## src/rtl/core/u8u16_pkg.sv

```systemverilog
// Shared types and constants for the UTF-8 to basic-plane UTF-16 decoder.
package u8u16_pkg;

  localparam int unsigned AccumW   = 31;
  localparam int unsigned PendingW = 3;
  localparam int unsigned UnitW    = 16;

  // Lead byte class masks and match patterns
  localparam logic [7:0] Lead2Mask = 8'hE0;
  localparam logic [7:0] Lead2Pat  = 8'hC0;
  localparam logic [7:0] Lead3Mask = 8'hF0;
  localparam logic [7:0] Lead3Pat  = 8'hE0;
  localparam logic [7:0] Lead4Mask = 8'hF8;
  localparam logic [7:0] Lead4Pat  = 8'hF0;
  localparam logic [7:0] Lead5Mask = 8'hFC;
  localparam logic [7:0] Lead5Pat  = 8'hF8;
  localparam logic [7:0] Lead6Mask = 8'hFE;
  localparam logic [7:0] Lead6Pat  = 8'hFC;
  localparam logic [7:0] ContMask  = 8'h3F;

  // Surrogate range 0xD800..0xDFFF shares these top five bits
  localparam logic [4:0] SurrogateTop = 5'b11011;

  typedef struct packed {
    logic [PendingW-1:0] bytes_pending;
    logic [AccumW-1:0]   code_accum;
  } dec_state_t;

  typedef struct packed {
    logic [7:0] in_byte;
    logic       is_final;
  } byte_word_t;

  typedef struct packed {
    logic [UnitW-1:0] code_unit;
    logic             unit_valid;
    logic             end_of_string;
  } unit_word_t;

endpackage

```

## src/rtl/core/u8u16_byte_if.sv

```systemverilog
// Byte input channel: valid/ready handshake with one UTF-8 byte per word.
interface u8u16_byte_if;
  logic       valid;
  logic       ready;
  logic [7:0] in_byte;
  logic       is_final;

  modport source (output valid, output in_byte, output is_final, input ready);
  modport sink   (input valid, input in_byte, input is_final, output ready);
endinterface

```

## src/rtl/core/u8u16_unit_if.sv

```systemverilog
// Result channel: valid/ready handshake carrying one UTF-16 unit word.
interface u8u16_unit_if;
  logic        valid;
  logic        ready;
  logic [15:0] code_unit;
  logic        unit_valid;
  logic        end_of_string;

  modport source (output valid, output code_unit, output unit_valid, output end_of_string,
                  input ready);
  modport sink   (input valid, input code_unit, input unit_valid, input end_of_string,
                  output ready);
endinterface

```

## src/rtl/core/u8u16_step.sv

```systemverilog
// Single-byte decode step: next sequence state and the result word for one byte.
module u8u16_step (
  input  u8u16_pkg::dec_state_t state_i,
  input  u8u16_pkg::byte_word_t word_i,
  output u8u16_pkg::dec_state_t state_o,
  output u8u16_pkg::unit_word_t result_o,
  output logic                  emit_o
);

  logic [7:0]                       b;
  logic                             done;
  logic                             in_bmp;
  logic                             valid;
  u8u16_pkg::dec_state_t            nxt;

  assign b = word_i.in_byte;

  always_comb begin
    nxt  = '0;
    done = 1'b0;
    if (state_i.bytes_pending != '0) begin
      // continuation: low six bits taken with no marker check
      nxt.code_accum    = {state_i.code_accum[u8u16_pkg::AccumW-7:0],
                           b[5:0] & u8u16_pkg::ContMask[5:0]};
      nxt.bytes_pending = state_i.bytes_pending - 3'd1;
      done              = (state_i.bytes_pending == 3'd1);
    end else if (b[7] == 1'b0) begin
      nxt.code_accum = {23'd0, b};
      done           = 1'b1;
    end else if ((b & u8u16_pkg::Lead2Mask) == u8u16_pkg::Lead2Pat) begin
      nxt.code_accum    = {26'd0, b[4:0]};
      nxt.bytes_pending = 3'd1;
    end else if ((b & u8u16_pkg::Lead3Mask) == u8u16_pkg::Lead3Pat) begin
      nxt.code_accum    = {27'd0, b[3:0]};
      nxt.bytes_pending = 3'd2;
    end else if ((b & u8u16_pkg::Lead4Mask) == u8u16_pkg::Lead4Pat) begin
      nxt.code_accum    = {28'd0, b[2:0]};
      nxt.bytes_pending = 3'd3;
    end else if ((b & u8u16_pkg::Lead5Mask) == u8u16_pkg::Lead5Pat) begin
      nxt.code_accum    = {29'd0, b[1:0]};
      nxt.bytes_pending = 3'd4;
    end else if ((b & u8u16_pkg::Lead6Mask) == u8u16_pkg::Lead6Pat) begin
      nxt.code_accum    = {30'd0, b[0]};
      nxt.bytes_pending = 3'd5;
    end
    // stray continuation or 0xFE/0xFF as lead: dropped, state cleared
  end

  assign in_bmp = (nxt.code_accum[u8u16_pkg::AccumW-1:u8u16_pkg::UnitW] == '0) &&
                  (nxt.code_accum[15:11] != u8u16_pkg::SurrogateTop);
  assign valid  = done && in_bmp;

  always_comb begin
    result_o.code_unit     = valid ? nxt.code_accum[u8u16_pkg::UnitW-1:0] : '0;
    result_o.unit_valid    = valid;
    result_o.end_of_string = word_i.is_final;
  end

  // end of string discards any open sequence
  assign state_o = word_i.is_final ? '0 : nxt;
  assign emit_o  = valid || word_i.is_final;

endmodule

```

## src/rtl/core/utf8_to_bmp_utf16_decoder_core.sv

```systemverilog
// UTF-8 to basic-plane UTF-16 decoder, top level.
// Takes one byte per cycle unless a word stalls at the output, and returns at most one
// 16-bit unit word per byte. A byte is captured in an input register, decoded against the
// sequence state in one pass of short logic, and a word that carries a unit or the
// end-of-string mark is loaded into the output register. Bytes that produce no word
// never occupy the output register, and a new byte is taken while a finished word waits
// if the input register is empty or holds a byte that produces no word. Code points above
// 0xFFFF and surrogates are dropped; 5- and 6-byte legacy forms are decoded.
module utf8_to_bmp_utf16_decoder_core (
  input  logic               clk_i,
  input  logic               rst_ni,
  u8u16_byte_if.sink         in_i,
  u8u16_unit_if.source       out_o
);

  logic                  s1_valid_q;
  u8u16_pkg::byte_word_t s1_q;
  u8u16_pkg::dec_state_t state_q, state_d;
  u8u16_pkg::unit_word_t step_res;
  logic                  step_emit;
  logic                  out_valid_q;
  u8u16_pkg::unit_word_t out_q;
  logic                  out_room;
  logic                  s1_adv;
  logic                  in_take;
  logic                  out_load;

  u8u16_step u_step (
    .state_i  (state_q),
    .word_i   (s1_q),
    .state_o  (state_d),
    .result_o (step_res),
    .emit_o   (step_emit)
  );

  assign out_room = !out_valid_q || out_o.ready;
  assign s1_adv   = s1_valid_q && (!step_emit || out_room);
  assign out_load = s1_adv && step_emit;
  assign in_i.ready = !s1_valid_q || s1_adv;
  assign in_take  = in_i.valid && in_i.ready;

  always_ff @(posedge clk_i or negedge rst_ni) begin
    if (!rst_ni) begin
      s1_valid_q  <= 1'b0;
      state_q     <= '0;
      out_valid_q <= 1'b0;
    end else begin
      if (in_take) begin
        s1_valid_q <= 1'b1;
      end else if (s1_adv) begin
        s1_valid_q <= 1'b0;
      end
      if (s1_adv) begin
        state_q <= state_d;
      end
      if (out_load) begin
        out_valid_q <= 1'b1;
      end else if (out_o.ready) begin
        out_valid_q <= 1'b0;
      end
    end
  end

  always_ff @(posedge clk_i) begin
    if (in_take) begin
      s1_q.in_byte  <= in_i.in_byte;
      s1_q.is_final <= in_i.is_final;
    end
    if (out_load) begin
      out_q <= step_res;
    end
  end

  assign out_o.valid         = out_valid_q;
  assign out_o.code_unit     = out_q.code_unit;
  assign out_o.unit_valid    = out_q.unit_valid;
  assign out_o.end_of_string = out_q.end_of_string;

  // Final byte leaves the decoder in its reset state
  a_final_clears: assert property (@(posedge clk_i) disable iff (!rst_ni)
    (s1_adv && s1_q.is_final) |=> (state_q == '0))
    else $error("sequence state not cleared after final byte");

  // A word without a unit can only be the end marker
  a_empty_is_end: assert property (@(posedge clk_i) disable iff (!rst_ni)
    (out_valid_q && !out_q.unit_valid) |-> (out_q.end_of_string && out_q.code_unit == '0))
    else $error("empty result word without end marker");

  // Surrogate code units never leave the block
  a_no_surrogate: assert property (@(posedge clk_i) disable iff (!rst_ni)
    (out_valid_q && out_q.unit_valid) |->
      (out_q.code_unit[15:11] != u8u16_pkg::SurrogateTop))
    else $error("surrogate code unit emitted");

  // Input register is never overwritten while it holds an unfinished byte
  a_no_overrun: assert property (@(posedge clk_i) disable iff (!rst_ni)
    in_take |-> (!s1_valid_q || s1_adv))
    else $error("input register overrun");

  // A pending word is never replaced before it is taken
  a_out_hold: assert property (@(posedge clk_i) disable iff (!rst_ni)
    out_load |-> out_room)
    else $error("output register overwritten while stalled");

endmodule
```

## src/flat_wrapper.sv

```systemverilog
// flat-port wrapper written by rule: the top's interface ports become plain ports
module utf8_to_bmp_utf16_decoder_core_flat 
  (clk_i, rst_ni, in_i_valid, in_i_in_byte, in_i_is_final, in_i_ready, out_o_valid, out_o_code_unit, out_o_unit_valid, out_o_end_of_string, out_o_ready);
  u8u16_byte_if in_i_i ();
  u8u16_unit_if out_o_i ();
  input  logic clk_i;
  input  logic rst_ni;
  input wire logic [$bits(in_i_i.valid)-1:0] in_i_valid;
  input wire logic [$bits(in_i_i.in_byte)-1:0] in_i_in_byte;
  input wire logic [$bits(in_i_i.is_final)-1:0] in_i_is_final;
  output wire logic [$bits(in_i_i.ready)-1:0] in_i_ready;
  output wire logic [$bits(out_o_i.valid)-1:0] out_o_valid;
  output wire logic [$bits(out_o_i.code_unit)-1:0] out_o_code_unit;
  output wire logic [$bits(out_o_i.unit_valid)-1:0] out_o_unit_valid;
  output wire logic [$bits(out_o_i.end_of_string)-1:0] out_o_end_of_string;
  input wire logic [$bits(out_o_i.ready)-1:0] out_o_ready;
  assign in_i_i.valid = in_i_valid;
  assign in_i_i.in_byte = in_i_in_byte;
  assign in_i_i.is_final = in_i_is_final;
  assign in_i_ready = in_i_i.ready;
  assign out_o_valid = out_o_i.valid;
  assign out_o_code_unit = out_o_i.code_unit;
  assign out_o_unit_valid = out_o_i.unit_valid;
  assign out_o_end_of_string = out_o_i.end_of_string;
  assign out_o_i.ready = out_o_ready;
  utf8_to_bmp_utf16_decoder_core u_core (.clk_i(clk_i), .rst_ni(rst_ni), .in_i(in_i_i), .out_o(out_o_i));
endmodule
```

## config.mk

```make
export PLATFORM = sky130hd
export DESIGN_NAME = utf8_to_bmp_utf16_decoder_core_flat
export DESIGN_NICKNAME = d
export VERILOG_FILES = /design/src/rtl/core/u8u16_pkg.sv /design/src/rtl/core/u8u16_byte_if.sv /design/src/rtl/core/u8u16_unit_if.sv /design/src/rtl/core/u8u16_step.sv /design/src/rtl/core/utf8_to_bmp_utf16_decoder_core.sv /design/src/flat_wrapper.sv
export SDC_FILE = /design/constraint.sdc
export NUM_CORES = 1
export LEC_CHECK = 0
export ABC_AREA = 1
export BUFFER_PORTS_ARGS = -buffer_cell sky130_fd_sc_hd__buf_2
export CAP_MARGIN = 20
export CORE_MARGIN = 5
export CORE_UTILIZATION = 45
export DETAILED_ROUTE_END_ITERATION = 8
export MAX_ROUTING_LAYER = met4
export PLACE_DENSITY = 0.67
export SYNTH_ARGS = -nofsm -noshare
export SYNTH_HDL_FRONTEND = slang
export SYNTH_SLANG_ARGS = --single-unit
```

## constraint.sdc

```tcl
create_clock -name clk_i -period 6.45 [get_ports clk_i]
set_input_delay 0.3225 -clock clk_i [delete_from_list [all_inputs] [get_ports clk_i]]
set_output_delay 0.3225 -clock clk_i [all_outputs]
set_load 0.005 [all_outputs]
```

## After elaboration in Yosys (flattened, before gate mapping)

Index checks and enable logic that the tools add are counted.

| operators by class | value |
|---|---|
| add/sub/neg operators | 1 |
| $mul | 0 |
| divide/modulo/power cells | 0 |
| order comparisons | 0 |
| eq/ne operators | 7 |
| shift-type cells | 0 |
| mux-type cells | 15 |
| bitwise operators | 0 |
| reductions and logical operators | 16 |

Operators by type and width:

| kind | count |
|---|---|
| $mux 34 | 7 |
| $mux 31 | 1 |
| $logic_not 15->1 | 1 |
| $eq 7x7->1 const B | 1 |
| $eq 6x6->1 const B | 1 |
| $mux 1 | 6 |
| $eq 5x5->1 const B | 1 |
| $logic_and 1x1->1 | 5 |
| $ne 5x5->1 const B | 1 |
| $eq 4x4->1 const B | 1 |
| $logic_or 1x1->1 | 4 |
| $reduce_bool 2->1 | 2 |
| $eq 3x1->1 const B | 1 |
| $eq 3x3->1 const B | 1 |
| $logic_not 1->1 | 3 |
| $mux 3 | 1 |
| $reduce_bool 3->1 | 1 |
| $sub 3x1->3 const B | 1 |

| storage, ports and cells | value |
|---|---|
| flip-flop bits (word level) | 57 |
| latch bits | 0 |
| RAM bits | 0 |
| bits in read-only memories | 0 |
| output and inout port bits | 20 |
| word-level logic and storage cells | 48 |
| memories kept | 0 |

## Longest topological paths before layout

| depth | value |
|---|---|
| depth after elaboration | 18 |
| mapped depth | 15 |
| mapped depth without buffers | 14 |

## By module

A second synthesis with hierarchy kept.

| second synthesis, totals | value |
|---|---|
| cell total of the unflattened synthesis | 341 |
| area, all modules | 3050.4 µm² |

Modules (own cells, without submodules):

| module | times used | cells each | area an instance (µm²) | sequential area each (µm²) |
|---|---|---|---|---|
| utf8_to_bmp_utf16_decoder_core | 1 | 186 | 2272.2 | 1711.6 |
| u8u16_step | 1 | 155 | 778.2 | 0.0 |

## Least setup slack after synthesis

Ideal clock, no wire load.

| timing path | value |
|---|---|
| path type | flip-flop to flip-flop |
| start | register u_core.state_q[31] in the netlist's numbering |
| end | register u_core.out_q (netlist bit u_core.out_o.code_unit[0]), enable pin |
| setup time | 0.333 ns |
| arrival time | 1.865 ns |
| required time | 6.117 ns |
| path slack | 4.252 ns |
| stages on the path, launching flop included | 16 |
| path buffers | 2 |
| path through | dfrtp_1 inv_1 ha_1 inv_2 nor2_4 nand2_1 nand2_1 nand2_1 nor2_2 nand2_2 nand2_4 nand2_4 buf_6 buf_6 nand3_1 inv_2 |

| between the ends | value |
|---|---|
| longest elaborated chain between the ends | 10 |
| elaborated cells between the ends (all ways) | 13 |

RTL lines:

| what | RTL line | source |
|---|---|---|
| start: declaration | utf8_to_bmp_utf16_decoder_core.sv:18 | `u8u16_pkg::dec_state_t state_q, state_d;` |
| start signal: assignment | utf8_to_bmp_utf16_decoder_core.sv:54 | `state_q <= state_d;` |
| $reduce_bool 3->1 | u8u16_step.sv:21 | `if (state_i.bytes_pending != '0) begin` |
| $mux 34 | u8u16_step.sv:21 |  |
| $logic_not 15->1 / $ne 5x5->1 (equally long branches) | u8u16_step.sv:49, u8u16_step.sv:50 |  |
| $logic_and 1x1->1 | u8u16_step.sv:49 | `assign in_bmp = (nxt.code_accum[u8u16_pkg::AccumW-1:u8u16_pkg::UnitW] == '0) &&` |
| $logic_and 1x1->1 * | u8u16_step.sv:51 | `assign valid = done && in_bmp;` |
| $logic_or 1x1->1 * | u8u16_step.sv:61 | `assign emit_o = valid \|\| word_i.is_final;` |
| $logic_not 1->1 | utf8_to_bmp_utf16_decoder_core.sv:37 | `assign s1_adv = s1_valid_q && (!step_emit \|\| out_room);` |
| $logic_or 1x1->1 | utf8_to_bmp_utf16_decoder_core.sv:37 |  |
| $logic_and 1x1->1 | utf8_to_bmp_utf16_decoder_core.sv:37 |  |
| $logic_and 1x1->1 * | utf8_to_bmp_utf16_decoder_core.sv:38 | `assign out_load = s1_adv && step_emit;` |
| via u_core.out_load | utf8_to_bmp_utf16_decoder_core.sv:26 | `logic out_load;` |
| end signal: assignment | utf8_to_bmp_utf16_decoder_core.sv:70 | `out_q <= step_res;` |
| end: declaration | utf8_to_bmp_utf16_decoder_core.sv:22 | `u8u16_pkg::unit_word_t out_q;` |

Mark *: on every way through the listed nets, which the timed path passes. The rest lies on a longest branch.
A chain may end at the register's enable or synchronous reset.

## Worst setup path in the final report

| timing path | value |
|---|---|
| start | register u_core.state_q[31] in the netlist's numbering |
| end | register u_core.out_q (netlist bit u_core.out_o.code_unit[15]), enable pin |

The elaborated chain is that of the path after synthesis.

==> results <==
- The final-report max-slew violation count came to 0.
- The first-pass iteration count of the detailed router is 4.
- The number of global-route vias before repair came to 1984.
- Across all layers, the routed design uses 2010 vias.
- The number of nets produced by synthesis is 317.
- The detailed router's first-iteration violation count is 121.
- The clock reaches the later pin of the worst-skew pair after 0.34 ns.
- Detailed placement finished with a half-perimeter wire length of 3340 um.
- The clock tree from TritonCTS is yes.
- In the layout the commonest cells are nand2_1, nor2_1, nand3_1.
- The fraction of power consumed by combinational cells is 30.4%.
- The count of warnings emitted by yosys is 0.
- The x dimension of the die is 86.8 um.
- The fraction of post-synthesis cell area in the top cell type by area is 30.5%.
- After detailed routing, the number of vias per cell comes to 4.90.
- At the end of the flow the core is filled with cells to 52.1%.
- Entering global routing, the biggest net connects 33 pins.
- The finished layout holds 410 standard cells, fillers aside.
- The hold violation count in the final report is 0.
- Of the available clock period, the critical path in the final layout requires 44.0%.
- The power density over the cells is 410 mW/mm^2.
- The total standard cell area after synthesis is 0.00266 sq mm.
- CTS placed an instance of clkbuf_8 at the clock tree root.
- The clock network is responsible for 27.0% of the overall power.
- At the end of routability-driven placement, the weighted congestion stood at 0.878.
- The routed length per placed instance is 12.5 um.
- The flow ran to the end, and the final reports show no timing, DRC or antenna violations.
- The core area is 0.00582 sq mm.
- The placement row count is 28.
- The first-pass GRT wire length is 9140 um.
- The remaining design rule violation count is 0.
- Max-cap violations in this run came to 0.
- The post-synthesis cell type with the largest combined area is edfxtp_1.
- The clock transition at the register clock pins on the worst setup and hold paths after CTS is 0.07 ns.
- The actual transition at the worst max-transition pin is 1.06 ns.
- The floorplan step defined a die boundary enclosing 0.00754 sq mm.
- The start-to-end type of the worst setup path is reg2reg.
- The post-route netlist has 17.0% of its cells at a drive strength greater than 1.
- The total length of routed wires is 5130 um.
- The clock period could shrink to 2.84 ns.
- Of the total power, the share spent switching nets is 37.6%.
- After routing, the total negative slack on setup checks comes to 0 ns.
- The achievable frequency is 352 MHz.
- During I/O placement, the number of pins put on the boundary was 33.
- The switching power total is 0.000468 W.
- CTS saw 57 sinks.
- The number of setup buffers added after CTS is 0.
- The post-layout net count is 346.
- The count of filler cells inserted in the layout is 575.
- The library cell used most frequently in the layout, excluding fill and tap cells, is nand2_1.
- The design draws 0.00124 W.
- The worst supply voltage drop on vdd is 0.231 mV.
- Once the floorplan was initialized, standard cells occupied 45.7% of the core.
- At the worst endpoint, the required time is 6.45 ns.
- The number of antenna violations at the first check in global routing is 0.
- The leakage power total is 1.46 nW.
- The deepest clock path buffer count is 2.
- The part of the power in registers is 42.6%.
- The number of setup violations in the final report is 0.
- In this run the vertical extent of the chip is 86.8 um.
- The number of gates resized after CTS was 0.
- For this design, the CTS-stage hold fixing added 0 buffers.
- The post-route clock skew is 0.0130 ns.
- The total routing usage reported by global routing is 16.3%.
- The min-delay analysis places its worst path in the category in2async.
- The final antenna-violating net count is 0.
- Relative to the synthesized area, the layout overhead comes to 14.1%.
- CTS built an H-tree with a depth of 3.
- The count of inserted antenna diode cells is 0.
- At the worst endpoint, the arrival time is 2.83 ns.
- Global routing finished with a remaining overflow of 0.
- The synthesized design contains 57 register bits.
- The internal power contribution is 0.000776 W.
- In this run the mean area of a mapped cell was 8.82 sq um.
- STA classifies the critical path endpoint as a flop.
- Measured against its own limit, the worst slew margin works out to 29.6%.
- The number of buffers created by CTS is 9.
- The maximum fanout encountered on the critical timing path is 30.
- The smallest hold slack is 0.0244 ns.
- The number of different library cells used by synthesis comes to 25.
- The register area share after synthesis is 58.8%.
- The number of placed cells counting well taps is 394.
- By area the synthesized netlist is led by edfxtp_1, dfrtp_1, nand2_1.
- Setup repair after global routing left no endpoint under its margin.
- The gate count of the mapped netlist is 301.
- The count of input and output buffers is 32.
- The nature of the critical path startpoint is a flop.
-- stage by stage --
stage / cell area (sq um) / worst slack (ns)
2_1_floorplan: 2660 / 4.25
3_3_place_gp: 2830 / 3.78
3_5_place_dp: 2830 / 3.66
4_1_cts: 3030 / 3.63
5_1_grt: 3030 / 3.41
6_report: 3030 / 3.61
-- kinds of logic (layout without fill, tap and decap cells) --
kind of cell,count (synthesis),count (layout),share of synthesized area (%)
AND/OR/NAND/NOR,191,191,30.8
buffers and inverters,36,70,5.98
adder cells (fa/ha/maj),3,3,1.41
flip-flops,57,57,58.8
AO/OA/AOI/OAI,14,14,3.01
-- power groups by stage --
stage | clock, W | sequential [W] | combinational, W
after floorplan | 0 | 0.000520 | 0.000296
after CTS | 0.000343 | 0.000530 | 0.000379
after global routing | 0.000363 | 0.000540 | 0.000428
final | 0.000335 | 0.000530 | 0.000379
after global placement | 0 | 0.000535 | 0.000369
after detailed placement | 0 | 0.000536 | 0.000376
-- state kept, by name, indices dropped and copies added, names as in the netlist --
signal / flops
u_core.out_o.valid: 1
u_core.s1_valid_q: 1
u_core.out_o.code_unit: 16
u_core.out_o.end_of_string: 1
u_core.s1_q: 9
u_core.state_q: 28
u_core.out_o.unit_valid: 1
-- final cells by class --
type	instances	area, sq um	share of cell area, %
well taps	75	93.8	3.10
repair buffers	32	160	5.28
multi-input cells	208	936	30.9
clock buffers	11	141	4.66
clock inverters	5	56.3	1.86
inverters	22	82.6	2.72
flip-flops and latches	57	1560	51.5
-- layer usage --
layer  GRT usage, %  wire length [um]  part of all wire, %
met5              -                 0                    0
met3           5.80               310                  6.0
met1           20.4              2400                   47
met2           23.9              2340                   45
met4           6.80                88                  1.7
-- worst max-delay path, stage by stage, from the launching register on --
cell     delay [ns]
dfrtp_1        0.40
inv_1          0.08
ha_1           0.25
nand2_2        0.27
o21ai_0        0.14
nand3_1        0.10
nor2_2         0.05
nand2_2        0.30
nand2_4        0.11
nand2_4        0.28
nand3_1        0.13
inv_2          0.37
-- cells in the mapped netlist (all sizes together) --
library cell,n
nor3,10
nand3,39
buf,7
inv,22
ha,3
a22oi,1
dfrtp,30
a21oi,1
o21ai,9
a21o,1
nand4,1
nor2,47
edfxtp,27
nand2,94
a21boi,2
clkbuf,7
-- worst paths after layout --
path | from | to | slack, ns | depth (start not counted)
max | u_core.state_q[31]$_DFFE_PN0P_ | u_core.out_o.code_unit[15]$_SDFFCE_PN0P_ | 3.61 | 11
min | rst_ni | u_core.state_q[1]$_DFFE_PN0P_ | 0.02 | 1
max reg2reg | u_core.state_q[31]$_DFFE_PN0P_ | u_core.out_o.code_unit[15]$_SDFFCE_PN0P_ | 3.61 | 11
min reg2reg | u_core.state_q[22]$_DFFE_PN0P_ | u_core.state_q[22]$_DFFE_PN0P_ | 0.47 | 2
max in group asynchronous | rst_ni | u_core.state_q[15]$_DFFE_PN0P_ | 5.98 | 1
min in group clk_i | in_i_in_byte[1] | u_core.s1_q[2]$_DFFE_PP_ | 0.15 | 1
No activity file was read; power rests on OpenSTA's default activity.
